===== src/rtl/ssat_pkg.sv =====
// Shared types and constants for the sparse score accumulator with top-k selection.
package ssat_pkg;

	localparam int unsigned ScoreW = 40;
	localparam int unsigned IdW    = 32;
	localparam int unsigned KW     = 7;

	localparam logic [1:0] CMD_ACC  = 2'd0;
	localparam logic [1:0] CMD_SCAN = 2'd1;
	localparam logic [1:0] CMD_EMIT = 2'd2;

	localparam logic [KW-1:0] TOP_COUNT_RESET = 7'd10;

	localparam logic signed [ScoreW-1:0] ACC_MAX = {1'b0, {(ScoreW-1){1'b1}}};
	localparam logic signed [ScoreW-1:0] ACC_MIN = {1'b1, {(ScoreW-1){1'b0}}};

	typedef struct packed {
		logic [1:0]         cmd;
		logic [11:0]        local_doc;
		logic signed [15:0] doc_value;
		logic signed [15:0] query_value;
		logic [31:0]        global_id;
	} in_word_t;

	typedef struct packed {
		logic [31:0]        doc_id;
		logic signed [39:0] score;
		logic               is_empty;
		logic               last;
	} out_word_t;

	typedef enum logic [3:0] {
		ST_IDLE,
		ST_ACC_RD,
		ST_ACC_MUL,
		ST_ACC_WR,
		ST_SCAN_RD,
		ST_SCAN_OFFER,
		ST_FIND,
		ST_FIND_WAIT,
		ST_REPLACE,
		ST_EMIT_FIND,
		ST_EMIT_WAIT,
		ST_EMIT_OUT,
		ST_EMIT_EMPTY
	} state_t;

	// (score, id) ordering: true when a is greater than b
	function automatic logic entry_gt(logic signed [ScoreW-1:0] sa, logic [IdW-1:0] ia,
			logic signed [ScoreW-1:0] sb, logic [IdW-1:0] ib);
		if (sa != sb) begin
			return sa > sb;
		end
		return ia > ib;
	endfunction

endpackage


===== src/rtl/ssat_cfg.sv =====
// APB register file holding top_count.
module ssat_cfg import ssat_pkg::*; (
	input  logic          clk,
	input  logic          arst_n,
	input  logic          psel,
	input  logic          penable,
	input  logic          pwrite,
	input  logic          paddr,
	input  logic [31:0]   pwdata,
	output logic [31:0]   prdata,
	output logic          pready,
	output logic [KW-1:0] top_count
);
	logic [KW-1:0] top_q;

	// write register zero on the access phase
	always_ff @(posedge clk or negedge arst_n) begin
		if (!arst_n) begin
			top_q <= TOP_COUNT_RESET;
		end else if (psel && penable && pwrite && paddr == 1'b0) begin
			top_q <= pwdata[KW-1:0];
		end
	end

	assign pready    = 1'b1;
	assign prdata    = (paddr == 1'b0) ? {{(32-KW){1'b0}}, top_q} : 32'd0;
	assign top_count = top_q;
endmodule


===== config.mk =====
export PLATFORM = sky130hd
export DESIGN_NAME = ssat_cfg
export DESIGN_NICKNAME = d
export VERILOG_FILES = /design/src/rtl/ssat_pkg.sv /design/src/rtl/ssat_cfg.sv
export SDC_FILE = /design/constraint.sdc
export NUM_CORES = 1
export LEC_CHECK = 0
export ABC_AREA = 0
export BUFFER_PORTS_ARGS = -buffer_cell sky130_fd_sc_hd__buf_2
export CAP_MARGIN = 20
export CORE_MARGIN = 2
export CORE_UTILIZATION = 29
export CTS_CLUSTER_DIAMETER = 200
export DETAILED_ROUTE_END_ITERATION = 10
export MAX_ROUTING_LAYER = met4
export PLACE_DENSITY = 0.78
export SLEW_MARGIN = 20
export SYNTH_ARGS = -nofsm -noshare
export SYNTH_HDL_FRONTEND = slang
export SYNTH_SLANG_ARGS = --single-unit

===== constraint.sdc =====
create_clock -name clk -period 0.85 [get_ports clk]
set_input_delay 0.085 -clock clk [delete_from_list [all_inputs] [get_ports clk]]
set_output_delay 0.085 -clock clk [all_outputs]
set_load 0.005 [all_outputs]

==> metrics.md, run 1 <==
| Metric | Value |
|---|---|
| Design Area, Final | `782 um2` |
| Skew-Pair Late Insertion Delay | `0.24 ns` |
| Critical path's slowest cell | `dfstp_2` |
| DR iter-0 viols | `0` |
| Mean Syn Cell Area | `10.9 um2` |
| Input/output buffers | `26` |
| Cell Rows | `15` |
| Critical path class | `flop to output port` |
| Yosys top cell area share | `35.9%` |
| RSZ-0062 raised after global routing | `true` |
| Critical Path End Type | `output port` |
| Wire per inst | `10.1 um` |
| Starting Density | `31.2%` |
| Final period util | `129%` |
| Clock Sinks | `7` |
| Mapped Cells | `50` |
| Boundary Pins | `78` |
| Post-DR vias/cell | `roughly 3.6` |
| Drt first pass iters | `1` |
| Switching share of power | `26.0%` |
| Total GRT Usage | `between 10% and 20%` |
| Post-synthesis cell type count | `7` |
| Reg power frac | `34.1%` |
| CP startpoint | `top_count[3]` |
| Max FO, Critical Path | `3` |
| CTS Root Cell | `clkbuf_4` |
| H-tree Lvls | `1` |
| Final ANT Viol Nets | `0` |
| Setup Skew | `0 ns` |
| Worst-path cell chain | `and2b_2 > buf_6` |
| Worst-path clk slew | `0.05 ns` |
| FMAX | `915 MHz` |
| Hold path startpoint | `pwdata[5]` |
| Area grow syn2layout | `43.7%` |
| P_leak | `0.453 nW` |
| Detail Placement HPWL | `783 um` |
| Final Critical Period | `roughly 1.1 ns` |
| Combinational Power Share | `between 40 and 50%` |
| Sequential-to-total area share from yosys stat | `32.6%` |
| Number of remaining DRC errors | `0` |
| Core area | `1750 um2` |
| GRT Residual Overflow | `0` |
| Worst path max stage delay | `0.53 ns` |
| Synth area leader | `buf_4` |
| Int Power | `1.01 mW` |
| Gpl congestion | `around 0.61` |
| Register area | `178 um2` |
| Synth Cell Area | `544 um2` |
| Overall Power | `1.37 mW` |
| Hold Worst Slack | `about 0.070 ns` |
| VDD IR-drop max | `0.555 mV` |
| Width of the die | `around 47 um` |
| CTS Buffer Depth | `2` |
| Most frequent cells in the layout | `conb_1, buf_2, buf_6, and2b_2` |
| Antenna diodes | `0` |
| RR Startpoint | `top_count[2]` |
| Net Switching | `357 uW` |
| Area after DPL | `608 um2` |
| Max reg flops | `7` |
| Failing checks | `negative setup slack` |
| Endpoints failing hold | `0` |
| Die area | `~2200 um2` |
| WP data required | `~0.76 ns` |
| Layout fillers | `175` |
| Fin worst setup slack | `-0.243 ns` |
| Min-delay worst type | `input port to flop` |
| Nets | `about 120` |
| Die Ht | `approximately 47 um` |
| #FFs+latches synth | `7` |
| Largest net degree at the start of global routing | `8` |
| Antenna violations before repair | `0` |
| Outcome | `finished, violations left` |
| Clock share of power | `21.8%` |
| Critical Path Source Type | `flop` |
| Multi-input logic area | `~280 um2` |
| CTS buffer count | `3` |
| Via count | `391` |
| Routed WL | `1.11 mm` |
| Max-slew violation count | `0` |
| Vias in the first global route | `323` |
| Ratio of cells with drive above 1 in the final layout | `61.2%` |
| Commonest non-fill, non-tap cell in the layout | `conb_1` |
| Count of final setup violators | `19` |
| WP data arrival | `around 1.0 ns` |
| Ys Warns | `0` |
| First-pass GRT wire length | `1.39 mm` |
| Dominant cells by area after synthesis | `buf_4, dfrtp_1, mux2_2` |
| CTS tree | `built` |
| Max Cap Viol | `0` |
| PwrDens | `1750 nW/um2` |
-- cells by family (layout without fill, tap and decap cells) --
logic type    Yosys count  in the layout  synth area share [%]
mux                     7              7                  14.5
flops                   7              7                  32.6
simple gates            8              8                  15.6
buf+inv                26             37                  35.9
other cells             2             26                  1.38
-- power by group through the flow --
stage	registers (mW)	logic, mW	clock network [mW]
floorplan	0.478	0.235	0
finish	0.467	0.604	0.299
global route	0.477	0.654	0.323
global placement	0.467	0.319	0
CTS	0.465	0.531	0.311
detailed placement	0.473	0.326	0
-- cell type report --
type	count	area share [%]
multi-input cells	41	35.8
well taps	25	4.00
clock buffers	4	3.36
repair buffers	33	34.1
flip-flops and latches	7	22.7
-- metrics by stage --
step,std cells,TNS [ns],utilization [%],setup slack [ns]
floorplan,74,0,-,0.100
global placement,100,-0.0386,34.8,-0.00853
detailed placement,100,-0.0513,34.8,-0.0122
CTS,110,-2.13,42.2,-0.246
global route,110,-2.55,44.8,-0.282
finish,110,-2.01,44.8,-0.243
-- path summary, 6_finish.rpt --
kind,cells after the start,slack (ns),to
setup / recovery,2,-0.24,prdata[3]
hold / removal,2,0.07,top_count[5]
setup reg to reg,2,-0.02,top_count[2]
hold reg to reg,2,0.60,top_count[4]
max in group asynchronous,2,0.39,top_count[1]
min in group asynchronous,2,0.22,top_count[6]
-- critical path: cells and delay by family (launching register included) --
kind / cells / cell delay, ns
buffers and inverters: 1 / 0.09
AND/OR/NAND/NOR: 1 / 0.15
flip-flops: 1 / 0.53
-- Yosys cell counts --
library cell and instances:
conb_1 2, dfrtp_1 5, mux2_2 7, buf_4 26
and2b_2 7, nand4b_4 1, dfstp_2 2
-- what timing repair did --
action,4_1_cts,5_1_grt
resized for setup,12,8
gates cloned,0,0
hold buffers,1,0
endpoints found under the setup margin,12,19
setup buffers,5,0
endpoints found under the hold margin,7,0
-- per-layer routing --
metal | track usage, % | routed length (um) | up-vias
li1 | - | - | 178
met1 | 8.55 | 344 | 185
met2 | 18.1 | 650 | 28
met3 | 3.85 | 114 | 0
met4 | 6.67 | 0 | 0
met5 | - | 0 | -
Power figures use the tool's default switching activity.
==> run 2: changes to the inputs <==
GPL_TIMING_DRIVEN = 0   (was default)
==> run 2 against run 1 <==
  * Worst hold slack better by 0.0035 ns
  * Global-route usage shrank 1.2 points
  * Critical path depth is the same
  * Largest power group unchanged
  * Critical endpoint is now prdata[1]
  * The flow still finishes with violations (negative setup slack)
  * First-iteration DRC count is the same
  * Register-to-register slack better by 0.02 ns
  * Highest routed layer unchanged
==> metrics.md, run 2 (synthesis results as in run 1) <==
| Metric | Value |
|---|---|
| Outcome | `finished, violations left (unchanged)` |
| Failing checks | `negative setup slack (unchanged)` |
| Ratio of cells with drive above 1 in the final layout | `69.2% (was 61.2%)` |
| Count of final setup violators | `13 (was 19)` |
| Boundary Pins | `78 (unchanged)` |
| Skew-Pair Late Insertion Delay | `0.24 ns (about the same)` |
| Setup Skew | `0 ns (unchanged)` |
| Max FO, Critical Path | `3 (unchanged)` |
| Area grow syn2layout | `65.3% (was 43.7%)` |
| CTS buffer count | `3 (unchanged)` |
| WP data required | `0.76 ns (about the same)` |
| Core area | `1750 um2 (unchanged)` |
| RSZ-0062 raised after global routing | `true (unchanged)` |
| Routed WL | `1.08 mm (was 1.11 mm)` |
| Max Cap Viol | `0 (unchanged)` |
| Die Ht | `47.3 um (unchanged)` |
| Starting Density | `31.2% (unchanged)` |
| Layout fillers | `171 (was 175)` |
| Max-slew violation count | `0 (unchanged)` |
| Final period util | `128% (was 129%)` |
| Fin worst setup slack | `-0.239 ns (was -0.243 ns)` |
| Worst-path cell chain | `and2b_2 > buf_6 (unchanged)` |
| Input/output buffers | `26 (unchanged)` |
| Min-delay worst type | `input port to flop (unchanged)` |
| Post-DR vias/cell | `3.19 (was 3.55)` |
| GRT Residual Overflow | `0 (unchanged)` |
| WP data arrival | `1.00 ns (was 1.01 ns)` |
| Die area | `2240 um2 (unchanged)` |
| CTS Root Cell | `clkbuf_4 (unchanged)` |
| Hold Worst Slack | `0.0732 ns (was 0.0698 ns)` |
| P_leak | `0.549 nW (was 0.453 nW)` |
| Gpl congestion | `0.637 (was 0.607)` |
| First-pass GRT wire length | `1.21 mm (was 1.39 mm)` |
| Detail Placement HPWL | `868 um (was 783 um)` |
| Via count | `421 (was 391)` |
| Critical path's slowest cell | `dfstp_2 (unchanged)` |
| Max reg flops | `7 (unchanged)` |
| PwrDens | `1440 nW/um2 (was 1750 nW/um2)` |
| Endpoints failing hold | `0 (unchanged)` |
| CTS Buffer Depth | `2 (unchanged)` |
| Largest net degree at the start of global routing | `9 (was 8)` |
| Worst path max stage delay | `0.54 ns (was 0.53 ns)` |
| Critical path class | `flop to output port (unchanged)` |
| Width of the die | `47.3 um (unchanged)` |
| Hold path depth | `2 (unchanged)` |
| Critical Path End Type | `output port (unchanged)` |
| Critical Path Source Type | `flop (unchanged)` |
| Wire per inst | `8.14 um (was 10.1 um)` |
| R2R cell count | `2 (unchanged)` |
| Nets | `146 (was 124)` |
| Multi-input logic area | `269 um2 (was 280 um2)` |
| Total GRT Usage | `8.94% (was 10.1%)` |
| H-tree Lvls | `1 (unchanged)` |
| Most frequent cells in the layout | `buf_4, conb_1, buf_2, buf_6, and2b_2 (was conb_1, buf_2, buf_6, and2b_2)` |
| Worst slack, placed | `-0.0952 ns (was -0.0122 ns)` |
| Clock Sinks | `7 (unchanged)` |
| CTS tree | `built (unchanged)` |
| VDD IR-drop max | `0.538 mV (was 0.555 mV)` |
| Worst-path clk slew | `0.05 ns (about the same)` |
| FMAX | `918 MHz (was 915 MHz)` |
| Cell Rows | `15 (unchanged)` |
| DR iter-0 viols | `0 (unchanged)` |
| Drt first pass iters | `1 (unchanged)` |
| Final Critical Period | `1.09 ns (about the same)` |
| Final ANT Viol Nets | `0 (unchanged)` |
| Number of remaining DRC errors | `0 (unchanged)` |
| Antenna diodes | `0 (unchanged)` |
| Antenna violations before repair | `0 (unchanged)` |
| Vias in the first global route | `304 (was 323)` |
| Register area | `178 um2 (unchanged)` |
## run 2: changes by cell type in the layout (fill, tap and decap cells not counted), sizes merged
cell and change:
buf +22
## run 2: worst max-delay path, delay by kind of cell, from the launching register on
family	cells	cell delay [ns]
AND/OR/NAND/NOR	1	0.14
buffers and inverters	1	0.08
flip-flops	1	0.54
## run 2: power breakdown
group,internal (mW),switching [mW],total [mW]
clock,0.178,0.110,0.289
combinational,0.365,0.175,0.540
sequential,0.423,0.0458,0.469
total,0.967,0.331,1.30
## run 2: metal layers
| metal | share of wire, % | track usage (%) | vias up |
|---|---|---|---|
| met5 | 0 | - | - |
| met4 | 0 | 5.00 | 0 |
| met3 | 12 | 3.46 | 0 |
| met2 | 54 | 17.3 | 28 |
| met1 | 34 | 6.71 | 171 |
| li1 | - | - | 222 |
## run 2: path summary, 6_finish.rpt
path	startpoint	to	slack (ns)
max	top_count[1]	prdata[1]	-0.24
min	pwdata[0]	top_count[0]	0.07
max reg2reg	top_count[6]	top_count[6]	0
min reg2reg	top_count[4]	top_count[4]	0.52
max in group asynchronous	arst_n	top_count[3]	0.42
min in group asynchronous	arst_n	top_count[4]	0.20
## run 2: cell type report
cell class | count | share of cell area, %
flip-flops and latches | 7 | 19.7
clock buffers | 4 | 2.92
well taps | 25 | 3.48
plain buffers | 26 | 21.7
repair buffers | 29 | 22.3
multi-input cells | 41 | 29.9
## run 2: timing repair
action | 4_1_cts | 5_1_grt
endpoints found under the setup margin | 10 | 16
hold endpoints to repair | 7 | 0
pin swaps | 0 | 0
buffers inserted | 2 | 0
gates resized for setup | 4 | 6
hold buffers | 1 | 0
## run 2: metrics by stage
step	total power [mW]	TNS, ns	instance area (um2)	instances	utilization, %
floorplan	0.713	0	634	74	-
global placement	0.871	-0.403	796	125	45.6
detailed placement	0.884	-0.562	796	125	45.6
CTS	1.26	-1.75	867	132	49.7
global route	1.39	-2.09	900	132	51.5
finish	1.30	-1.68	900	132	51.5
==> run 3: changes to the inputs <==
BUFFER_PORTS_ARGS = default   (was -buffer_cell sky130_fd_sc_hd__buf_2)
CORE_UTILIZATION = 38   (was 29)
DONT_BUFFER_PORTS = 1   (was default)
PLACE_DENSITY = default   (was 0.78)
SETUP_SLACK_MARGIN = 0.4   (was default)
==> run 3 against run 2 <==
  * The run ends with negative hold slack, negative setup slack left
  * Critical path depth shrank 1
  * Total power shrank 17%
  * Flip-flop and latch count is the same
  * Sequential share of layout area grew 5.3 points
  * Routed wire length shrank 24%
  * Via count shrank 21%
  * Combinational power shrank 46%
  * Critical path type unchanged
  * Largest cell class is now multi-input gates
==> metrics.md, run 3 (synthesis results as in run 1) <==
| Metric | Value |
|---|---|
| Endpoints failing hold | `12 (was 0)` |
| Top delay family on crit path | `flip-flops (unchanged)` |
| P_leak | `0.442 nW (was 0.549 nW)` |
| Worst path max stage delay | `0.54 ns (about the same)` |
| Via count | `334 (was 421)` |
| CTS Root Cell | `clkbuf_4 (unchanged)` |
| Critical path's slowest cell | `dfstp_2 (unchanged)` |
| Area grow syn2layout | `30.6% (was 65.3%)` |
| Die area | `1750 um2 (was 2240 um2)` |
| Post-CTS Setup Inserts | `0 (was 2)` |
| DR iter-0 viols | `1 (was 0)` |
| Drt first pass iters | `2 (was 1)` |
| Register area | `178 um2 (unchanged)` |
| Min-delay worst type | `input port to async pin (was input port to flop)` |
| Input/output buffers | `0 (was 26)` |
| Post-DR vias/cell | `3.55 (was 3.19)` |
| Largest net degree at the start of global routing | `9 (unchanged)` |
| Cell Rows | `13 (was 15)` |
| Starting Density | `41.3% (was 31.2%)` |
| Width of the die | `41.8 um (was 47.3 um)` |
| CTS Hold Buffers Added | `1 (unchanged)` |
| Worst-path clk slew | `0.05 ns (about the same)` |
| Boundary Pins | `78 (unchanged)` |
| Overall Power | `1.08 mW (was 1.30 mW)` |
| Core area | `1320 um2 (was 1750 um2)` |
| WP data required | `0.76 ns (about the same)` |
| Nets | `118 (was 146)` |
| Vias in the first global route | `314 (was 304)` |
| Final Core Density | `53.9% (was 51.5%)` |
| CTS buffer count | `3 (unchanged)` |
| Antenna violations before repair | `0 (unchanged)` |
| GRT Residual Overflow | `0 (unchanged)` |
| CTS tree | `built (unchanged)` |
| Fin worst setup slack | `-0.176 ns (was -0.239 ns)` |
| Detail Placement HPWL | `684 um (was 868 um)` |
| Placed instance count | `89 (was 125)` |
| PwrDens | `1510 nW/um2 (was 1440 nW/um2)` |
| Max-slew violation count | `0 (unchanged)` |
| Hold Worst Slack | `-0.214 ns (was 0.0732 ns)` |
| Wire per inst | `8.64 um (was 8.14 um)` |
| Critical path class | `flop to output port (unchanged)` |
| Failing checks | `negative hold slack, negative setup slack (was negative setup slack)` |
| FMAX | `975 MHz (was 918 MHz)` |
| Layout fillers | `130 (was 171)` |
| Setup tns final | `-0.866 ns (was -1.68 ns)` |
| Outcome | `finished, violations left (unchanged)` |
| H-tree Lvls | `1 (unchanged)` |
| Post-route insts no fill | `94 (was 132)` |
| Worst-path cell chain | `and2b_2 (was and2b_2 > buf_6)` |
| Number of remaining DRC errors | `0 (unchanged)` |
| Multi-input logic area | `280 um2 (was 269 um2)` |
| Most frequent cells in the layout | `buf_4, conb_1, and2b_2, mux2_4, dfrtp_1 (was buf_4, conb_1, buf_2, buf_6, and2b_2)` |
| Skew-Pair Late Insertion Delay | `0.25 ns (was 0.24 ns)` |
| Ratio of cells with drive above 1 in the final layout | `58.2% (was 69.2%)` |
| Gpl congestion | `0.632 (was 0.637)` |
| Clock Sinks | `7 (unchanged)` |
| WP data arrival | `0.94 ns (was 1.00 ns)` |
| Count of final setup violators | `9 (was 13)` |
| VDD IR-drop max | `0.917 mV (was 0.538 mV)` |
| Die Ht | `41.8 um (was 47.3 um)` |
| Max reg flops | `7 (unchanged)` |
| Crit path buffers/inverters | `0 (was 1)` |
| Final ANT Viol Nets | `0 (unchanged)` |
| Antenna diodes | `0 (unchanged)` |
| RSZ-0062 raised after global routing | `true (unchanged)` |
| Critical Path Source Type | `flop (unchanged)` |
| Setup Skew | `0 ns (unchanged)` |
| Final Critical Period | `1.03 ns (was 1.09 ns)` |
| CTS Buffer Depth | `2 (unchanged)` |
| Critical Path End Type | `output port (unchanged)` |
| Total GRT Usage | `10.6% (was 8.94%)` |
| Routed WL | `812 um (was 1.08 mm)` |
| First-pass GRT wire length | `1.34 mm (was 1.21 mm)` |
| Final period util | `121% (was 128%)` |
| Max Cap Viol | `0 (unchanged)` |
| Max FO, Critical Path | `3 (unchanged)` |
==> run 3: cell types whose count changed in the layout (fill, tap and decap cells not counted) <==
cell,change
buf_2,-20
buf_6,-8
dlygate4sd3_1,-1
dlymetal6s4s_1,+1
mux2_2,-3
mux2_4,+3
==> run 3: what timing repair did <==
action | 4_1_cts | 5_1_grt
setup endpoints to repair | 21 | 28
endpoints found under the hold margin | 14 | 12
resized for setup | 4 | 2
==> run 3: layer usage <==
layer | vias up | GRT usage (%) | part of all wire, %
met5 | - | - | 0
met4 | 0 | 5.81 | 1.2
met3 | 3 | 7.83 | 23
met2 | 39 | 16.9 | 47
met1 | 130 | 8.80 | 28
li1 | 162 | - | -
==> run 3: path summary, 6_finish.rpt <==
| check | endpoint | startpoint | slack, ns | depth (start not counted) |
|---|---|---|---|---|
| max | prdata[1] | top_count[1] | -0.18 | 1 |
| min | top_count[0] | arst_n | -0.21 | 1 |
| max reg2reg | top_count[4] | top_count[4] | 0.07 | 1 |
| min reg2reg | top_count[5] | top_count[5] | 0.56 | 1 |
| max in group asynchronous | top_count[1] | arst_n | 0.78 | 1 |
| min in group clk | top_count[0] | pwdata[0] | -0.02 | 1 |
==> run 3: cell type report <==
cell class / instances / area share, %
multi-input cells: 41 / 39.4
plain buffers: 26 / 27.5
flip-flops and latches: 7 / 25.0
clock buffers: 4 / 3.70
well taps: 15 / 2.64
repair buffers: 1 / 1.76
==> run 3: through the flow <==
stage | cell area [um2] | worst slack (ns) | hold slack, ns
4_1_cts | 704 | -0.193 | -0.0290
3_3_place_gp | 653 | 0.0782 | -0.210
3_5_place_dp | 653 | 0.0728 | -0.210
6_report | 711 | -0.176 | -0.214
2_1_floorplan | 634 | 0.100 | -0.211
5_1_grt | 711 | -0.226 | -0.204
==> run 3: power by group <==
part           internal [mW]  leakage (nW)  switching [mW]
logic                  0.200         0.346          0.0902
registers              0.424        0.0810          0.0682
clock network          0.179        0.0150           0.115
total                  0.803         0.442           0.273
